==> src/rtl/gsg_pkg.sv <==
package gsg_pkg;

    localparam int GOLD_LEN     = 31;
    localparam int OFFSET_STEPS = 1600;
    localparam int JUMP_CHUNK   = 32;

    typedef logic [GOLD_LEN-1:0] gold_word_t;
    typedef logic [GOLD_LEN-1:0][GOLD_LEN-1:0] jump_mat_t;

    // control from the handshake stage to the register pair
    typedef struct packed {
        logic advance;
        logic restart;
    } gsg_ctrl_t;

    // x1(n+31) = x1(n+3) ^ x1(n); bit i of the window holds x(n+i)
    function automatic gold_word_t step_a(input gold_word_t r);
        logic fb;
        fb = r[3] ^ r[0];
        return {fb, r[GOLD_LEN-1:1]};
    endfunction

    // x2(n+31) = x2(n+3) ^ x2(n+2) ^ x2(n+1) ^ x2(n)
    function automatic gold_word_t step_b(input gold_word_t r);
        logic fb;
        fb = r[3] ^ r[2] ^ r[1] ^ r[0];
        return {fb, r[GOLD_LEN-1:1]};
    endfunction

    // offset jump run in chunks so that no single loop gets long at elaboration
    function automatic gold_word_t jump_a(input gold_word_t r_in);
        gold_word_t r;
        r = r_in;
        for (int c = 0; c < OFFSET_STEPS / JUMP_CHUNK; c++)
        begin
            for (int k = 0; k < JUMP_CHUNK; k++)
            begin
                r = step_a(r);
            end
        end
        for (int k = 0; k < OFFSET_STEPS % JUMP_CHUNK; k++)
        begin
            r = step_a(r);
        end
        return r;
    endfunction

    function automatic gold_word_t jump_b(input gold_word_t r_in);
        gold_word_t r;
        r = r_in;
        for (int c = 0; c < OFFSET_STEPS / JUMP_CHUNK; c++)
        begin
            for (int k = 0; k < JUMP_CHUNK; k++)
            begin
                r = step_b(r);
            end
        end
        for (int k = 0; k < OFFSET_STEPS % JUMP_CHUNK; k++)
        begin
            r = step_b(r);
        end
        return r;
    endfunction

    // register A start value after the offset jump, folded at elaboration
    function automatic gold_word_t calc_a_start();
        return jump_a(gold_word_t'(1));
    endfunction

    // rows of the jump matrix for register B: row j selects the seed bits
    // whose parity gives bit j of the jumped state
    function automatic jump_mat_t calc_b_rows();
        jump_mat_t  rows;
        gold_word_t r;
        rows = '0;
        for (int i = 0; i < GOLD_LEN; i++)
        begin
            r = jump_b(gold_word_t'(1) << i);
            for (int j = 0; j < GOLD_LEN; j++)
            begin
                rows[j][i] = r[j];
            end
        end
        return rows;
    endfunction

    localparam gold_word_t A_START     = calc_a_start();
    localparam jump_mat_t  JUMP_B_ROWS = calc_b_rows();

endpackage

==> src/rtl/gsg_seed_jump.sv <==
module gsg_seed_jump (
    input  logic                clk,
    input  logic                rst_n,
    input  logic                init_seed_we,
    input  gsg_pkg::gold_word_t init_seed,
    output gsg_pkg::gold_word_t b_start
);
    import gsg_pkg::*;

    gold_word_t b_start_reg;
    gold_word_t b_start_next;

    // jump is applied once at write time; each bit is a parity over the seed
    always_comb
    begin
        for (int j = 0; j < GOLD_LEN; j++)
        begin
            b_start_next[j] = ^(init_seed & JUMP_B_ROWS[j]);
        end
    end

    // a zero seed stays zero through the jump
    always_ff @(posedge clk or negedge rst_n)
    begin
        if (!rst_n)
        begin
            b_start_reg <= '0;
        end
        else if (init_seed_we)
        begin
            b_start_reg <= b_start_next;
        end
    end

    assign b_start = b_start_reg;

endmodule

==> src/rtl/gsg_lfsr_pair.sv <==
module gsg_lfsr_pair (
    input  logic                clk,
    input  logic                rst_n,
    input  gsg_pkg::gsg_ctrl_t  ctrl,
    input  gsg_pkg::gold_word_t b_start,
    output logic                cur_bit
);
    import gsg_pkg::*;

    gold_word_t a_reg;
    gold_word_t a_next;
    gold_word_t b_reg;
    gold_word_t b_next;
    gold_word_t a_cur;
    gold_word_t b_cur;

    // restart swaps in the pre-jumped start values before the bit is formed
    always_comb
    begin
        a_cur   = ctrl.restart ? A_START : a_reg;
        b_cur   = ctrl.restart ? b_start : b_reg;
        cur_bit = a_cur[0] ^ b_cur[0];
        a_next  = step_a(a_cur);
        b_next  = step_b(b_cur);
    end

    always_ff @(posedge clk or negedge rst_n)
    begin
        if (!rst_n)
        begin
            a_reg <= A_START;
            b_reg <= '0;
        end
        else if (ctrl.advance)
        begin
            a_reg <= a_next;
            b_reg <= b_next;
        end
    end

endmodule

==> src/rtl/gold_sequence_generator.sv <==
// Channel   Handshake              Payload
// input     in_valid / in_ready    restart
// output    out_valid / out_ready  seq_bit
// config    init_seed_we           init_seed (31 bits, no read-back)
//
// One item per cycle sustained while out_ready stays high; out_valid rises
// once the item has passed the input register, then the result register.
// The LFSR pair advances only when an item moves into the result register.
// Reset gives the zero-seed sequence with both registers already jumped.
// A stalled output holds its bit; one more item fits in the input register,
// then in_ready stays low until the result register drains.
module gold_sequence_generator (
    input  logic                clk,
    input  logic                rst_n,
    input  logic                init_seed_we,
    input  gsg_pkg::gold_word_t init_seed,
    input  logic                in_valid,
    output logic                in_ready,
    input  logic                restart,
    output logic                out_valid,
    input  logic                out_ready,
    output logic                seq_bit
);
    import gsg_pkg::*;

    logic       s1_valid_reg;
    logic       s1_restart_reg;
    logic       out_valid_reg;
    logic       seq_bit_reg;
    logic       out_load;
    logic       cur_bit;
    gold_word_t b_start;
    gsg_ctrl_t  ctrl;

    assign out_load     = s1_valid_reg && (!out_valid_reg || out_ready);
    assign in_ready     = !s1_valid_reg || out_load;
    assign ctrl.advance = out_load;
    assign ctrl.restart = s1_restart_reg;

    gsg_seed_jump u_seed_jump (
        .clk          (clk),
        .rst_n        (rst_n),
        .init_seed_we (init_seed_we),
        .init_seed    (init_seed),
        .b_start      (b_start)
    );

    gsg_lfsr_pair u_lfsr_pair (
        .clk     (clk),
        .rst_n   (rst_n),
        .ctrl    (ctrl),
        .b_start (b_start),
        .cur_bit (cur_bit)
    );

    always_ff @(posedge clk or negedge rst_n)
    begin
        if (!rst_n)
        begin
            s1_valid_reg  <= 1'b0;
            out_valid_reg <= 1'b0;
        end
        else
        begin
            if (in_ready)
            begin
                s1_valid_reg <= in_valid;
            end
            if (out_load)
            begin
                out_valid_reg <= 1'b1;
            end
            else if (out_ready)
            begin
                out_valid_reg <= 1'b0;
            end
        end
    end

    always_ff @(posedge clk)
    begin
        if (in_ready && in_valid)
        begin
            s1_restart_reg <= restart;
        end
        if (out_load)
        begin
            seq_bit_reg <= cur_bit;
        end
    end

    assign out_valid = out_valid_reg;
    assign seq_bit   = seq_bit_reg;

endmodule
==> config.mk <==
export PLATFORM = sky130hd
export DESIGN_NAME = gold_sequence_generator
export DESIGN_NICKNAME = d
export VERILOG_FILES = /design/src/rtl/gsg_pkg.sv /design/src/rtl/gsg_seed_jump.sv /design/src/rtl/gsg_lfsr_pair.sv /design/src/rtl/gold_sequence_generator.sv
export SDC_FILE = /design/constraint.sdc
export NUM_CORES = 1
export LEC_CHECK = 0
export BUFFER_PORTS_ARGS = -buffer_cell sky130_fd_sc_hd__buf_2
export CAP_MARGIN = 20
export CORE_UTILIZATION = 45
export CTS_CLUSTER_SIZE = 40
export DETAILED_ROUTE_END_ITERATION = 8
export PLACE_DENSITY = 0.69
export SLEW_MARGIN = 15
export SYNTH_ARGS = -nofsm -noshare
export SYNTH_HDL_FRONTEND = slang
export SYNTH_SLANG_ARGS = --single-unit
==> constraint.sdc <==
create_clock -name clk -period 3.3 [get_ports clk]
set_input_delay 0.495 -clock clk [delete_from_list [all_inputs] [get_ports clk]]
set_output_delay 0.495 -clock clk [all_outputs]
set_load 0.005 [all_outputs]
# ---- Yosys cells after proc, flatten, opt, wreduce, memory -nomap -nowiden
# Index checks and enable logic that the tools add are counted.
dict set report totals {
  mem_bits_ro 0
  reg_bits 97
  ram_bits 0
  in_bits 37
  memories 0
  output_inout_bits 3
  latchBits 0
}
dict set report op_classes {
  n_eq_ne 0
  muxes 4
  n_div 0
  shift 0
  magnitude_cmp 0
  addsub 0
  bitwise 5
  n_reduce_logical 38
  n_mul 0
}
# cell count
set op_table {}
lappend op_table {{$reduce_xor A31 Y1} 31}
lappend op_table {{$mux W31} 2}
lappend op_table {{$xor A1 B1 Y1} 5}
lappend op_table {{$logic_and A1 B1 Y1} 2}
lappend op_table {{$logic_not A1 Y1} 2}
lappend op_table {{$logic_or A1 B1 Y1} 2}
lappend op_table {{$mux W1} 2}
lappend op_table {{$reduce_bool A2 Y1} 1}

# ---- Longest topological paths before layout
# Gate-level depths: netlist of the first run.
dict set report logic_depth {
  ltp_word 5
  ltp_mapped 6
  ltp_nobuf 5
}

# ---- Hierarchy
# A second synthesis of the first run with hierarchy kept.
dict set report unflattened {
  cells_unflattened 544
  hier_area_um2 5964.5
}
# module cells_per_inst instances area_per_inst_um2
set by_module_without_submodules {}
lappend by_module_without_submodules {gsg_seed_jump 255 1 2930.3}
lappend by_module_without_submodules {gsg_lfsr_pair 279 1 2870.3}
lappend by_module_without_submodules {gold_sequence_generator 10 1 163.9}

# ---- Worst setup path before layout of the first run
# Ideal clock, no wire load.
dict set report synth_path {
  kind {input -> register}
  start {input port init_seed[2]}
  end {register u_seed_jump.b_start_reg[23] (netlist: u_seed_jump.b_start[23])}
  setup_slack_ps 1075
  setup_ps 125
  n_path_buf 1
  arrival_ps 2100
  required_time_ps 3175
  cell_stages 6
  cell_sequence {buf_2 > xnor3_1 > xnor2_2 > xnor3_1 > xnor2_1 > mux2_2}
}
dict set report synth_between {
  elab_chain_cells 1
}
# item line_no
set synth_lines {}
lappend synth_lines {{start, declared} gold_sequence_generator.sv:16} ;# input gsg_pkg::gold_word_t init_seed,
lappend synth_lines {{$reduce_xor A31 Y1} gsg_seed_jump.sv:18} ;# b_start_next[j] = ^(init_seed & JUMP_B_ROWS[j]);
lappend synth_lines {{end signal, assigned} gsg_seed_jump.sv:31} ;# b_start_reg <= b_start_next;
lappend synth_lines {{end, declared} gsg_seed_jump.sv:10} ;# gold_word_t b_start_reg;
# Every way passes these cells.
# A chain may end at the register's enable or synchronous reset.

# ---- Final worst setup path of the first run
dict set report layout_path {
  start {input port init_seed[5]}
  end {register u_seed_jump.b_start_reg[25] (netlist: u_seed_jump.b_start[25])}
}
# The elaborated chain is that of the path after synthesis.

==> results.txt, run 1 <==
Setup repair after global routing left no endpoint under its margin. The number of clock sinks is 97. The summed negative setup slack over all endpoints came out at 0 ns. The post-synthesis sequential area ratio is 42.3%. The standard-cell row count came out at 41. In this design, the critical path's most frequently occurring cell is xnor3_1. The post-CTS clock slew at the launch and capture registers of the worst setup and hold paths is 0.07 ns. The detailed-route DRC error count is 0. The critical path goes through buf_2, xnor3_1, xor2_1, xnor3_1, xnor2_1, mux2_2.

The share of final-layout standard cells stronger than drive strength 1 came out at 17.2%. The detailed router's first-iteration violation count came out at 193. The post-synthesis cell area is 5790 um2. The wire length on met2 came out at 5.53 mm. In the post-synthesis netlist, the biggest area contributors are dfrtp_1 (36%), xnor2_1 (17%), xnor3_1 (5.8%). The worst path needs 2.01 ns of the cycle, external delays included. The placement-stage worst setup slack is 0.923 ns. The register bit total from synthesis is 97.

The setup clock skew after layout came out at 0.00805 ns. The number of buffers created by CTS is 9. The global-route total usage across every layer is 19.2%. The number of detailed-route iterations in the first pass is 4.

The count of buffers inserted at the top-level ports came out at 39. The final count of pins violating max slew is 0. The I/O pin count came out at 40. The run finished with clean final reports. Fill cells in the final layout number 1097. The number of global-route vias before repair was 3749. The detailed-route wire length is 11.5 mm. During synthesis, Yosys emitted a total of 0 warnings. Summed over all cells, the static leakage comes to 2.78 nW. By startpoint and endpoint, the worst setup path is classified as in -> reg. Once routing completed, OpenROAD measured the worst setup slack at 1.29 ns. The clock latency of the later-clocked register in the worst-skew pair is 0.34 ns. The slowest stage of the critical path belongs to the cell xnor3_1. The area share of the leading cell type in the synthesized netlist came out at 36.3%. The floorplan step defined a core boundary enclosing 12600 um2. The number of nets in the finished design is 597.

STA classifies the critical path endpoint as a flip-flop. The biggest area consumer among synthesized cells is dfrtp_1. The count of different cell masters after synthesis came out at 26. The average instance in the mapped netlist occupies 10.7 um2.

In the final routed layout, each cell accounts on average for 15.7 um. The synthesis-to-finish area growth is 11.7%. The wire length on met1 is 5.41 mm. The number of routed nets with antenna violations came out at 0.

Headroom to the max-slew limit came out at 31.6%. Once detailed placement completed, the half-perimeter wirelength came to 8.49 mm. The peak supply drop came out at 0.328 mV. The final hold slack came out at 0.202 ns. Wire segments on met3 add up to 347 um in the final route. The count of instances resized after the clock tree is built came out at 0. The maximum buffer depth of the clock tree is 2. The kind of start point of the critical path is an input pin. The highest clock rate came out at 0.497 GHz. After detailed routing, no signal wire sits above met4. For the pin with the worst max-slew slack, the measured transition is 1.03 ns. The number of diodes is 0.

The leading cell type in the layout, fill and taps excluded is xnor2_1. When the netlist entered floorplanning its net count stood at 578. The number of buffers added for setup after CTS is 0. The die width came out at 115 um. Data on the critical path arrives at its endpoint at 2.24 ns. The first global-routing pass estimated 19.2 mm of wire. The type of the tightest min-delay check is in -> async. The required time of the critical path is 3.53 ns. The number of antenna violations at the first check in global routing came out at 0.

In the finished design, the share of the clock period the worst path needs comes to 61.0%. The total die area is 13300 um2. The count of final hold-check violations was 0. The effective utilization at floorplan is 46.1%. Setup violations remaining at the end of the flow were counted as 0. The maximum number of pins on one net before global-route repair is 126. The via density per instance came out at 4.90. In the layout the commonest cells are xnor2_1 (113), dfrtp_1 (84), nand2_1 (63). The final estimated routing congestion in global placement is 0.932. The highest fanout seen on the critical path is 4.

Hold repair after CTS inserted 0 buffers. The cell count after synthesis came out at 541. The floorplan step set the die height to 115 um.

Global routing finished with a remaining overflow of 0. The TritonCTS clock tree is done. The via count is 3612. In this run the clock root is driven by a clkbuf_16. CTS built an H-tree with a depth of 3. Across the run, the number of max-cap violations was 0. The power density over cell area is 699 nW/um2. The worst stage delay on the critical path is 0.54 ns.
[critical path, delay by kind of cell]
family | cells | cell delay (ns)
buffers and inverters | 1 | 0.17
muxes | 1 | 0.28
xor gates and xnor gates | 4 | 1.29
[Yosys cell counts, drive strengths merged]
master and instances:
mux2 18, mux2i 32, dfrtp 84, a21oi 13, nand2b 22, inv 3
clkbuf 26, edfxtp 2, xnor3 16, dfstp 11, nand2 64, o21ai 62
buf 10, xnor2 116, nor2 24, xor2 32, o31ai 1, xor3 3
and2 1, nand3b 1
[area by class of cell]
class / instances / area (um2) / area share [%]
Clock buffer: 10 / 239 / 3.70
Clock inverter: 6 / 90.1 / 1.39
Multi-Input combinational cell: 405 / 3190 / 49.4
Inverter: 3 / 11.3 / 0.174
Timing Repair Buffer: 44 / 268 / 4.14
Tap cell: 172 / 215 / 3.33
Sequential cell: 97 / 2450 / 37.9
[logic make-up (layout without fill, tap and decap cells)]
logic type	Yosys count	after routing	share of synthesized area, %
AOI/OAI and AO/OA	76	76	6.61
xor gates and xnor gates	167	167	31.0
buffers and inverters	39	63	2.66
DFF	97	97	42.3
muxes	50	50	9.03
and+or+nand+nor	112	112	8.32
[layer usage]
| layer | global-route usage (%) | vias to the layer above |
|---|---|---|
| li1 | - | 1793 |
| met3 | 3.24 | 18 |
| met1 | 25.7 | 1731 |
| met2 | 31.4 | 70 |
| met5 | 0 | - |
| met4 | 7.01 | 0 |
[metrics by stage]
| stage | instance area, um2 | total power [mW] | std cells | utilization, % |
|---|---|---|---|---|
| 4_1_cts | 6440 | 4.57 | 736 | 51.2 |
| 6_report | 6470 | 4.52 | 737 | 51.4 |
| 5_1_grt | 6470 | 4.82 | 737 | 51.4 |
| 3_5_place_dp | 6110 | 3.41 | 720 | 48.6 |
| 3_3_place_gp | 6110 | 3.36 | 720 | 48.6 |
| 2_1_floorplan | 5790 | 3.02 | 541 | - |
[final timing paths]
path | from | endpoint | slack [ns] | cells past startpoint
worst max-delay path | init_seed[5] | u_seed_jump.b_start[25]$_DFFE_PN0P_ | 1.29 | 6
worst min-delay path | rst_n | out_valid$_DFFE_PN0P_ | 0.20 | 1
worst max register to register | s1_restart_reg$_DFFE_PP_ | u_lfsr_pair.b_reg[9]$_DFFE_PN0P_ | 1.51 | 3
worst min register to register | u_lfsr_pair.a_reg[30]$_DFFE_PN1P_ | u_lfsr_pair.a_reg[30]$_DFFE_PN1P_ | 0.47 | 2
max in group asynchronous | rst_n | u_lfsr_pair.a_reg[19]$_DFFE_PN1P_ | 2.27 | 2
min in group clk | restart | s1_restart_reg$_DFFE_PP_ | 0.34 | 1
[power by group]
part,internal [mW],total (mW),switching (mW)
sequential,1.62,1.87,0.255
clock,0.687,1.13,0.446
combinational,0.795,1.51,0.719
(Power assumes the default switching activity.)
==> run 2, diff against run 1 <==
--- a/config.mk
+++ b/config.mk
@@ -10,7 +10,7 @@
 export CORE_UTILIZATION = 45
 export CTS_CLUSTER_SIZE = 40
 export DETAILED_ROUTE_END_ITERATION = 8
-export PLACE_DENSITY = 0.69
+export PLACE_DENSITY = 0.72
 export SLEW_MARGIN = 15
 export SYNTH_ARGS = -nofsm -noshare
 export SYNTH_HDL_FRONTEND = slang
==> constraint.sdc (replaced) <==
create_clock -name clk -period 1.8 [get_ports clk]
set_input_delay 0.27 -clock clk [delete_from_list [all_inputs] [get_ports clk]]
set_output_delay 0.27 -clock clk [all_outputs]
set_load 0.005 [all_outputs]
==> results.txt, run 2 (synthesized netlist as in run 1, its figures left out) <==
The share of final-layout standard cells stronger than drive strength 1 came to 26.9% (was 17.2%). The peak supply drop is 0.521 mV (was 0.328 mV). The detailed-route DRC error count was 2 (was 0). The via density per instance was 4.79 (was 4.90). The capturing instance or port of the critical path is u_seed_jump.b_start[17]$_DFFE_PN0P_ (was u_seed_jump.b_start[25]$_DFFE_PN0P_). The highest clock rate came out at 0.602 GHz. The highest fanout seen on the critical path is 4 (unchanged). The total die area came to 13300 um2 (unchanged). The number of diodes is 0 (unchanged).

The effective utilization at floorplan is 46.1% (unchanged). The number of gates on the worst path with buffers counted came out at 8 (was 6). Cell Chain, Critical Path: buf_2, buf_4, xnor2_1, buf_4, xor2_1, xnor2_1, xnor2_1, mux2_2 (was buf_2, xnor3_1, xor2_1, xnor3_1, xnor2_1, mux2_2).

The area of all placed cells without fillers came to 7060 um2 (was 6470 um2). The clock latency of the later-clocked register in the worst-skew pair is 0.34 ns (about the same). Run status: finished with violations (was finished clean). The worst-margin pin slew came to 0.602 ns (was 1.03 ns). The critical setup path kind is in -> reg (unchanged). The met2 routing resource usage after global routing is 34.1% (was 31.4%). The leading cell type in the layout, fill and taps excluded is xnor2_1 (unchanged). The final number of setup-violating endpoints came out at 0 (unchanged). The core occupancy in the finished layout is 56.2% (was 51.4%).

The number of clock sinks was 97 (unchanged). The number of buffers created by CTS came out at 9 (unchanged). The standard-cell row count is 41 (unchanged). The final count of pins violating max slew was 0 (unchanged).

The met1 demand-to-capacity share in global routing is 26.2% (was 25.7%). The post-route clock period utilization is 92.2%. The standard cell core area came out at 12600 um2 (unchanged). The static power due to leakage is 3.15 nW (was 2.78 nW). The worst path needs 1.66 ns of the cycle, external delays included.

In this run the most critical hold path is launched from restart. The number of filler instances in the final layout is 1091 (was 1097). The required time of the critical path is 2.02 ns (was 3.53 ns). The kind of capture point of the worst setup path is a flip-flop (unchanged). The number of detailed-route iterations in the first pass is 7 (was 4). The post-placement cell count came to 797 (was 720).

The number of cells traversed by the worst register-to-register path came out at 4 (was 3). The count of final hold-check violations came to 0 (unchanged). The kind of cell with the highest combined delay on the critical path is XOR/XNOR gates (unchanged).

The number of global-route vias before repair is 4060 (was 3749). The setup clock skew after layout is 0.00974 ns (was 0.00805 ns). The number of antenna violations at the first check in global routing came out at 0 (unchanged). The checks that failed: design-rule violations. Commonest cells after routing, fill and taps aside: xnor2_1 (112), dfrtp_1 (84), buf_4 (77) (was xnor2_1 (113), dfrtp_1 (84), nand2_1 (63)). The detailed-route wire length came out at 11.9 mm (was 11.5 mm).

The signal arrival time at the worst endpoint is 1.88 ns (was 2.24 ns). The number of buffers added for setup after CTS is 0 (unchanged). The buffering stage count on the worst path with inverters included came to 3 (was 1). The total global routing overflow came out at 0 (unchanged).

The overall power consumption came out at 8.40 mW (was 4.52 mW). The maximum buffer depth of the clock tree was 2 (unchanged). The clock root buffer is clkbuf_16 (unchanged). The filler-free cell count of the finished design is 814 (was 737). The headroom to the max-slew limit came out at 59.9% (was 31.6%).

The worst stage delay on the critical path is 0.33 ns (was 0.54 ns). The routed length per placed instance is 14.6 um (was 15.7 um). The library cell appearing most often on the critical path is xnor2_1 (was xnor3_1). The type of the tightest min-delay check is in -> reg (was in -> async). The launch point of the critical path is init_seed[2] (was init_seed[5]). The register-to-register path setup slack came out at 0.47 ns (was 1.51 ns). The synthesis-to-finish area growth came out at 22.0% (was 11.7%).

The first-pass GRT wire length came out at 20.1 mm (was 19.2 mm). The kind of start point of the critical path is an input pin (unchanged). The detailed router's first-iteration violation count is 241 (was 193). The height of the die was 115 um (unchanged). The count of buffers inserted at the top-level ports came out at 39 (unchanged). The cell with the largest stage delay on the worst path was xor2_1 (was xnor3_1). The placement-stage worst setup slack is -0.170 ns (was 0.923 ns). The via count came out at 3900 (was 3612). The I/O pin count is 40 (unchanged). The power density over cell area is 1190 nW/um2 (was 699 nW/um2). The number of routed nets with antenna violations is 0 (unchanged).

The global-route total usage across every layer came out at 19.8% (was 19.2%). The maximum number of pins on one net before global-route repair came out at 68 (was 126). The global-route layer with the greatest usage is met2 (unchanged).

The area of placed instances came out at 6760 um2 (was 6110 um2). The max-capacitance violation count came out at 0 (unchanged). The number of nets in the finished design is 674 (was 597). The launching point of the worst reg2reg path is out_valid$_DFFE_PN0P_ (was s1_restart_reg$_DFFE_PP_). The post-route worst setup slack is 0.140 ns (was 1.29 ns). The global-route met3 utilization came out at 3.14% (was 3.24%). The depth of the CTS H-tree came to 3 (unchanged). The post-CTS clock slew at the launch and capture registers of the worst setup and hold paths is 0.07 ns (about the same). The worst reg2reg path endpoint was u_lfsr_pair.b_reg[7]$_DFFE_PN0P_ (was u_lfsr_pair.b_reg[9]$_DFFE_PN0P_).

The die width came out at 115 um (unchanged). The TritonCTS clock tree is done (unchanged). The final estimated routing congestion in global placement came out at 0.887 (was 0.932). The detailed placement HPWL came to 9.32 mm (was 8.49 mm). Setup repair after global routing missed its margin: no (unchanged).
[run 2: how the worst min path moves through the flow]
| stage | endpoint | depth (start not counted) | slack, ns |
|---|---|---|---|
| global route | s1_restart_reg$_DFFE_PP_ | 1 | 0.1 |
| global placement | u_lfsr_pair.a_reg[15]$_DFFE_PN0P_ | 1 | 0.17 |
| floorplan | out_valid$_DFFE_PN0P_ | 0 | -0.03 |
| detailed placement | u_lfsr_pair.a_reg[15]$_DFFE_PN0P_ | 1 | 0.18 |
| finish | s1_restart_reg$_DFFE_PP_ | 1 | 0.11 |
| CTS | s1_restart_reg$_DFFE_PP_ | 1 | 0.10 |
[run 2: repair_timing]
action | CTS | global route
gates resized for setup | 0 | 0
hold buffers | 1 | 0
hold endpoints to repair | 13 | 0
[run 2: metal layers]
metal  share of wire (%)  vias up
met5                   0        -
met1                  47     1880
met2                  50       69
li1                    -     1944
met3                 2.9        7
met4                0.92        0
[run 2: final cells by class]
| cell class | instances | area (um2) | share of cell area, % |
|---|---|---|---|
| flip-flops and latches | 97 | 2450 | 34.7 |
| multi-input cells | 405 | 3210 | 45.5 |
| well taps | 172 | 215 | 3.05 |
| clock inverters | 6 | 65.1 | 0.921 |
| repair buffers | 121 | 878 | 12.4 |
| clock buffers | 10 | 229 | 3.24 |
| inverters | 3 | 11.3 | 0.159 |
[run 2: worst reg2reg max path, stage by stage (launching register included)]
cell and delay, ns:
dfrtp_1 0.39, nand2b_1 0.15, nand2_4 0.24, buf_12 0.26, o21ai_0 0.21
[run 2: stage by stage]
| stage | hold slack [ns] | TNS (ns) |
|---|---|---|
| after floorplan | -0.0256 | -0.200 |
| after CTS | 0.103 | 0 |
| after detailed placement | 0.179 | -1.73 |
| after global placement | 0.174 | -1.29 |
| after global routing | 0.0976 | 0 |
| final | 0.113 | 0 |
[run 2: report_power, final]
part / switching, mW / total, mW / internal (mW)
clock: 0.817 / 1.90 / 1.08
combinational: 1.35 / 3.06 / 1.71
sequential: 0.473 / 3.44 / 2.97
total: 2.64 / 8.40 / 5.76
==> run 3, diff against run 2 <==
--- a/config.mk
+++ b/config.mk
@@ -8,9 +8,11 @@
 export BUFFER_PORTS_ARGS = -buffer_cell sky130_fd_sc_hd__buf_2
 export CAP_MARGIN = 20
 export CORE_UTILIZATION = 45
+export CTS_CLUSTER_DIAMETER = 80
 export CTS_CLUSTER_SIZE = 40
 export DETAILED_ROUTE_END_ITERATION = 8
 export PLACE_DENSITY = 0.72
+export REMOVE_ABC_BUFFERS = 1
 export SLEW_MARGIN = 15
 export SYNTH_ARGS = -nofsm -noshare
 export SYNTH_HDL_FRONTEND = slang
==> results.txt, run 3 (synthesized netlist as in run 1, its figures left out) <==
Run status: finished clean (was finished with violations). The routed length per placed instance is 15.5 um (was 14.6 um). The post-CTS clock slew at the launch and capture registers of the worst setup and hold paths came out at 0.07 ns (about the same).

The number of nets in the finished design is 667 (was 674). The global-route total usage across every layer is 20.5% (was 19.8%). The count of final hold-check violations is 0 (unchanged). The number of antenna violations at the first check in global routing is 1 (was 0). The standard-cell row count is 41 (unchanged). The highest clock rate is 0.631 GHz (was 0.602 GHz). The peak supply drop came out at 0.668 mV (was 0.521 mV). The critical setup path kind is in -> reg (unchanged). The switching fraction of total power came out at 33.0% (was 31.4%). The met1 demand-to-capacity share in global routing came out at 27.7% (was 26.2%). The overall power consumption is 8.42 mW (was 8.40 mW).

The detailed-route wire length is 12.5 mm (was 11.9 mm). The depth of the CTS H-tree is 3 (unchanged). The TritonCTS clock tree is done (unchanged). The share of final-layout standard cells stronger than drive strength 1 was 26.1% (was 26.9%).

The number of detailed-route iterations in the first pass came out at 4 (was 7). The via count is 3856 (was 3900). The depth of the worst hold-timing path is 1 (unchanged). The detailed-route DRC error count came out at 0 (was 2). The synthesis-to-finish area growth is 21.0% (was 22.0%). The time the final worst path needs with I/O delays and setup came out at 1.59 ns (was 1.66 ns). The global-route met3 utilization is 2.93% (was 3.14%). The total global routing overflow was 0 (unchanged). The maximum buffer depth of the clock tree came out at 2 (unchanged).

The number of buffers added for setup after CTS is 0 (unchanged). The final count of pins violating max slew was 0 (unchanged). The count of buffers inserted at the top-level ports came out at 39 (unchanged). The number of buffers created by CTS is 9 (unchanged). The number of global-route vias before repair was 3879 (was 4060).

The post-route clock period utilization came out at 88.1% (was 92.2%). The number of filler instances in the final layout is 1097 (was 1091). The number of clock sinks is 97 (unchanged). Commonest cells after routing, fill and taps aside: xnor2_1 (113), dfrtp_1 (84), buf_4 (69) (was xnor2_1 (112), dfrtp_1 (84), buf_4 (77)). The first-pass GRT wire length came to 20.3 mm (was 20.1 mm). The power density over cell area is 1200 nW/um2 (was 1190 nW/um2).

The core occupancy in the finished layout came out at 55.7% (was 56.2%). The clock latency of the later-clocked register in the worst-skew pair came out at 0.34 ns (about the same). The final estimated routing congestion in global placement was 0.921 (was 0.887). The number of cells traversed by the worst register-to-register path came out at 3 (was 4). The max-capacitance violation count was 0 (unchanged).

The sequential group share of total power was 41.0% (about the same). The setup clock skew after layout was 0.0102 ns (was 0.00974 ns). The final number of setup-violating endpoints came out at 0 (unchanged). The placement-stage worst setup slack is -0.143 ns (was -0.170 ns). The static power due to leakage is 3.12 nW (was 3.15 nW). The net switching power was 2.77 mW (was 2.64 mW). The highest fanout seen on the critical path was 3 (was 4). Setup repair after global routing missed its margin: no (unchanged). The number of routed nets with antenna violations is 0 (unchanged). The met2 routing resource usage after global routing is 33.5% (was 34.1%). The post-route worst setup slack came to 0.215 ns (was 0.140 ns).

The kind of capture point of the worst setup path was a flip-flop (unchanged). The worst-margin pin slew is 0.499 ns (was 0.602 ns). The effective utilization at floorplan is 46.1% (unchanged).

The type of the tightest min-delay check is in -> reg (unchanged). The final hold slack is 0.109 ns (was 0.113 ns). The height of the die came out at 115 um (unchanged).

The I/O pin count is 40 (unchanged). The headroom to the max-slew limit is 66.6% (was 59.9%). The detailed router's first-iteration violation count is 239 (was 241). The combinational power share is 36.6% (was 36.4%). The standard cell core area came out at 12600 um2 (unchanged). The required time of the critical path is 2.07 ns (was 2.02 ns). The maximum number of pins on one net before global-route repair is 96 (was 68).

The signal arrival time at the worst endpoint came out at 1.86 ns (was 1.88 ns). The global-route layer with the greatest usage is met2 (unchanged). The via density per instance is 4.77 (was 4.79). The total die area came out at 13300 um2 (unchanged).

The kind of start point of the critical path is an input pin (unchanged). The relative contribution of the clock network to total power came out at 22.5% (was 22.6%). The detailed placement HPWL is 9.58 mm (was 9.32 mm).

The die width was 115 um (unchanged). The clock root buffer is clkbuf_16 (unchanged). The internal power of the cells came out at 5.64 mW (was 5.76 mW). The leading cell type in the layout, fill and taps excluded is xnor2_1 (unchanged).
==> run 3: changes by cell type in the layout (fill, tap and decap cells not counted), sizes merged <==
| cell | before | now |
|---|---|---|
| diode | 0 | 1 |
| bufinv | 1 | 0 |
| buf | 120 | 113 |
| clkinvlp | 1 | 0 |
| inv | 5 | 8 |
| clkbuf | 10 | 9 |
==> run 3: final cells by class <==
| cell class | instances | area, um2 | area share, % |
|---|---|---|---|
| sequential | 97 | 2450 | 35.0 |
| clock buffer | 9 | 225 | 3.21 |
| inverter | 3 | 11.3 | 0.161 |
| tap | 172 | 215 | 3.07 |
| clock inverter | 7 | 70.1 | 1.00 |
| timing repair buffer | 114 | 838 | 12.0 |
| multi-input combinational | 405 | 3190 | 45.6 |
| antenna | 1 | 2.50 | 0.0357 |
==> run 3: layer usage <==
metal / wire [um] / vias up
met1: 5860 / 1836
met5: 0 / -
met2: 6010 / 61
li1: - / 1940
met4: 277 / 0
met3: 389 / 19
==> run 3: stage by stage <==
step	TNS [ns]	area, um2	instances
4_1_cts	0	7000	807
3_3_place_gp	-1.19	6700	790
3_5_place_dp	-1.63	6700	790
2_1_floorplan	-48.94	5650	505
5_1_grt	0	7000	807
6_report	0	7010	808
==> run 3: final timing paths <==
| check | startpoint | end | slack (ns) |
|---|---|---|---|
| setup / recovery | init_seed[14] | u_seed_jump.b_start[19]$_DFFE_PN0P_ | 0.21 |
| hold / removal | restart | s1_restart_reg$_DFFE_PP_ | 0.11 |
| setup reg to reg | s1_restart_reg$_DFFE_PP_ | u_lfsr_pair.b_reg[15]$_DFFE_PN0P_ | 0.52 |
| hold reg to reg | u_lfsr_pair.a_reg[30]$_DFFE_PN1P_ | u_lfsr_pair.a_reg[30]$_DFFE_PN1P_ | 0.47 |
| max in group asynchronous | rst_n | u_lfsr_pair.a_reg[30]$_DFFE_PN1P_ | 0.89 |
| min in group asynchronous | rst_n | u_lfsr_pair.a_reg[13]$_DFFE_PN0P_ | 0.51 |
==> run 3: critical path: stages <==
cell and delay (ns):
buf_2 0.13, xnor2_4 0.28, xor2_4 0.25, xnor3_1 0.39, xor3_1 0.38, a21oi_1 0.15
==> run 3: power groups by stage <==
stage	Combinational, mW	Sequential (mW)	Clock [mW]
5_1_grt	3.39	3.54	2.03
2_1_floorplan	2.15	3.34	0
3_3_place_gp	3.00	3.45	0
6_report	3.08	3.45	1.89
3_5_place_dp	3.09	3.49	0
4_1_cts	3.11	3.45	1.93
==> run 3: timing repair <==
item / in CTS / in global routing
hold buffers: 1 / 0
resized for setup: 0 / 0
endpoints found under the hold margin: 29 / 0
setup endpoints to repair: 0 / 0
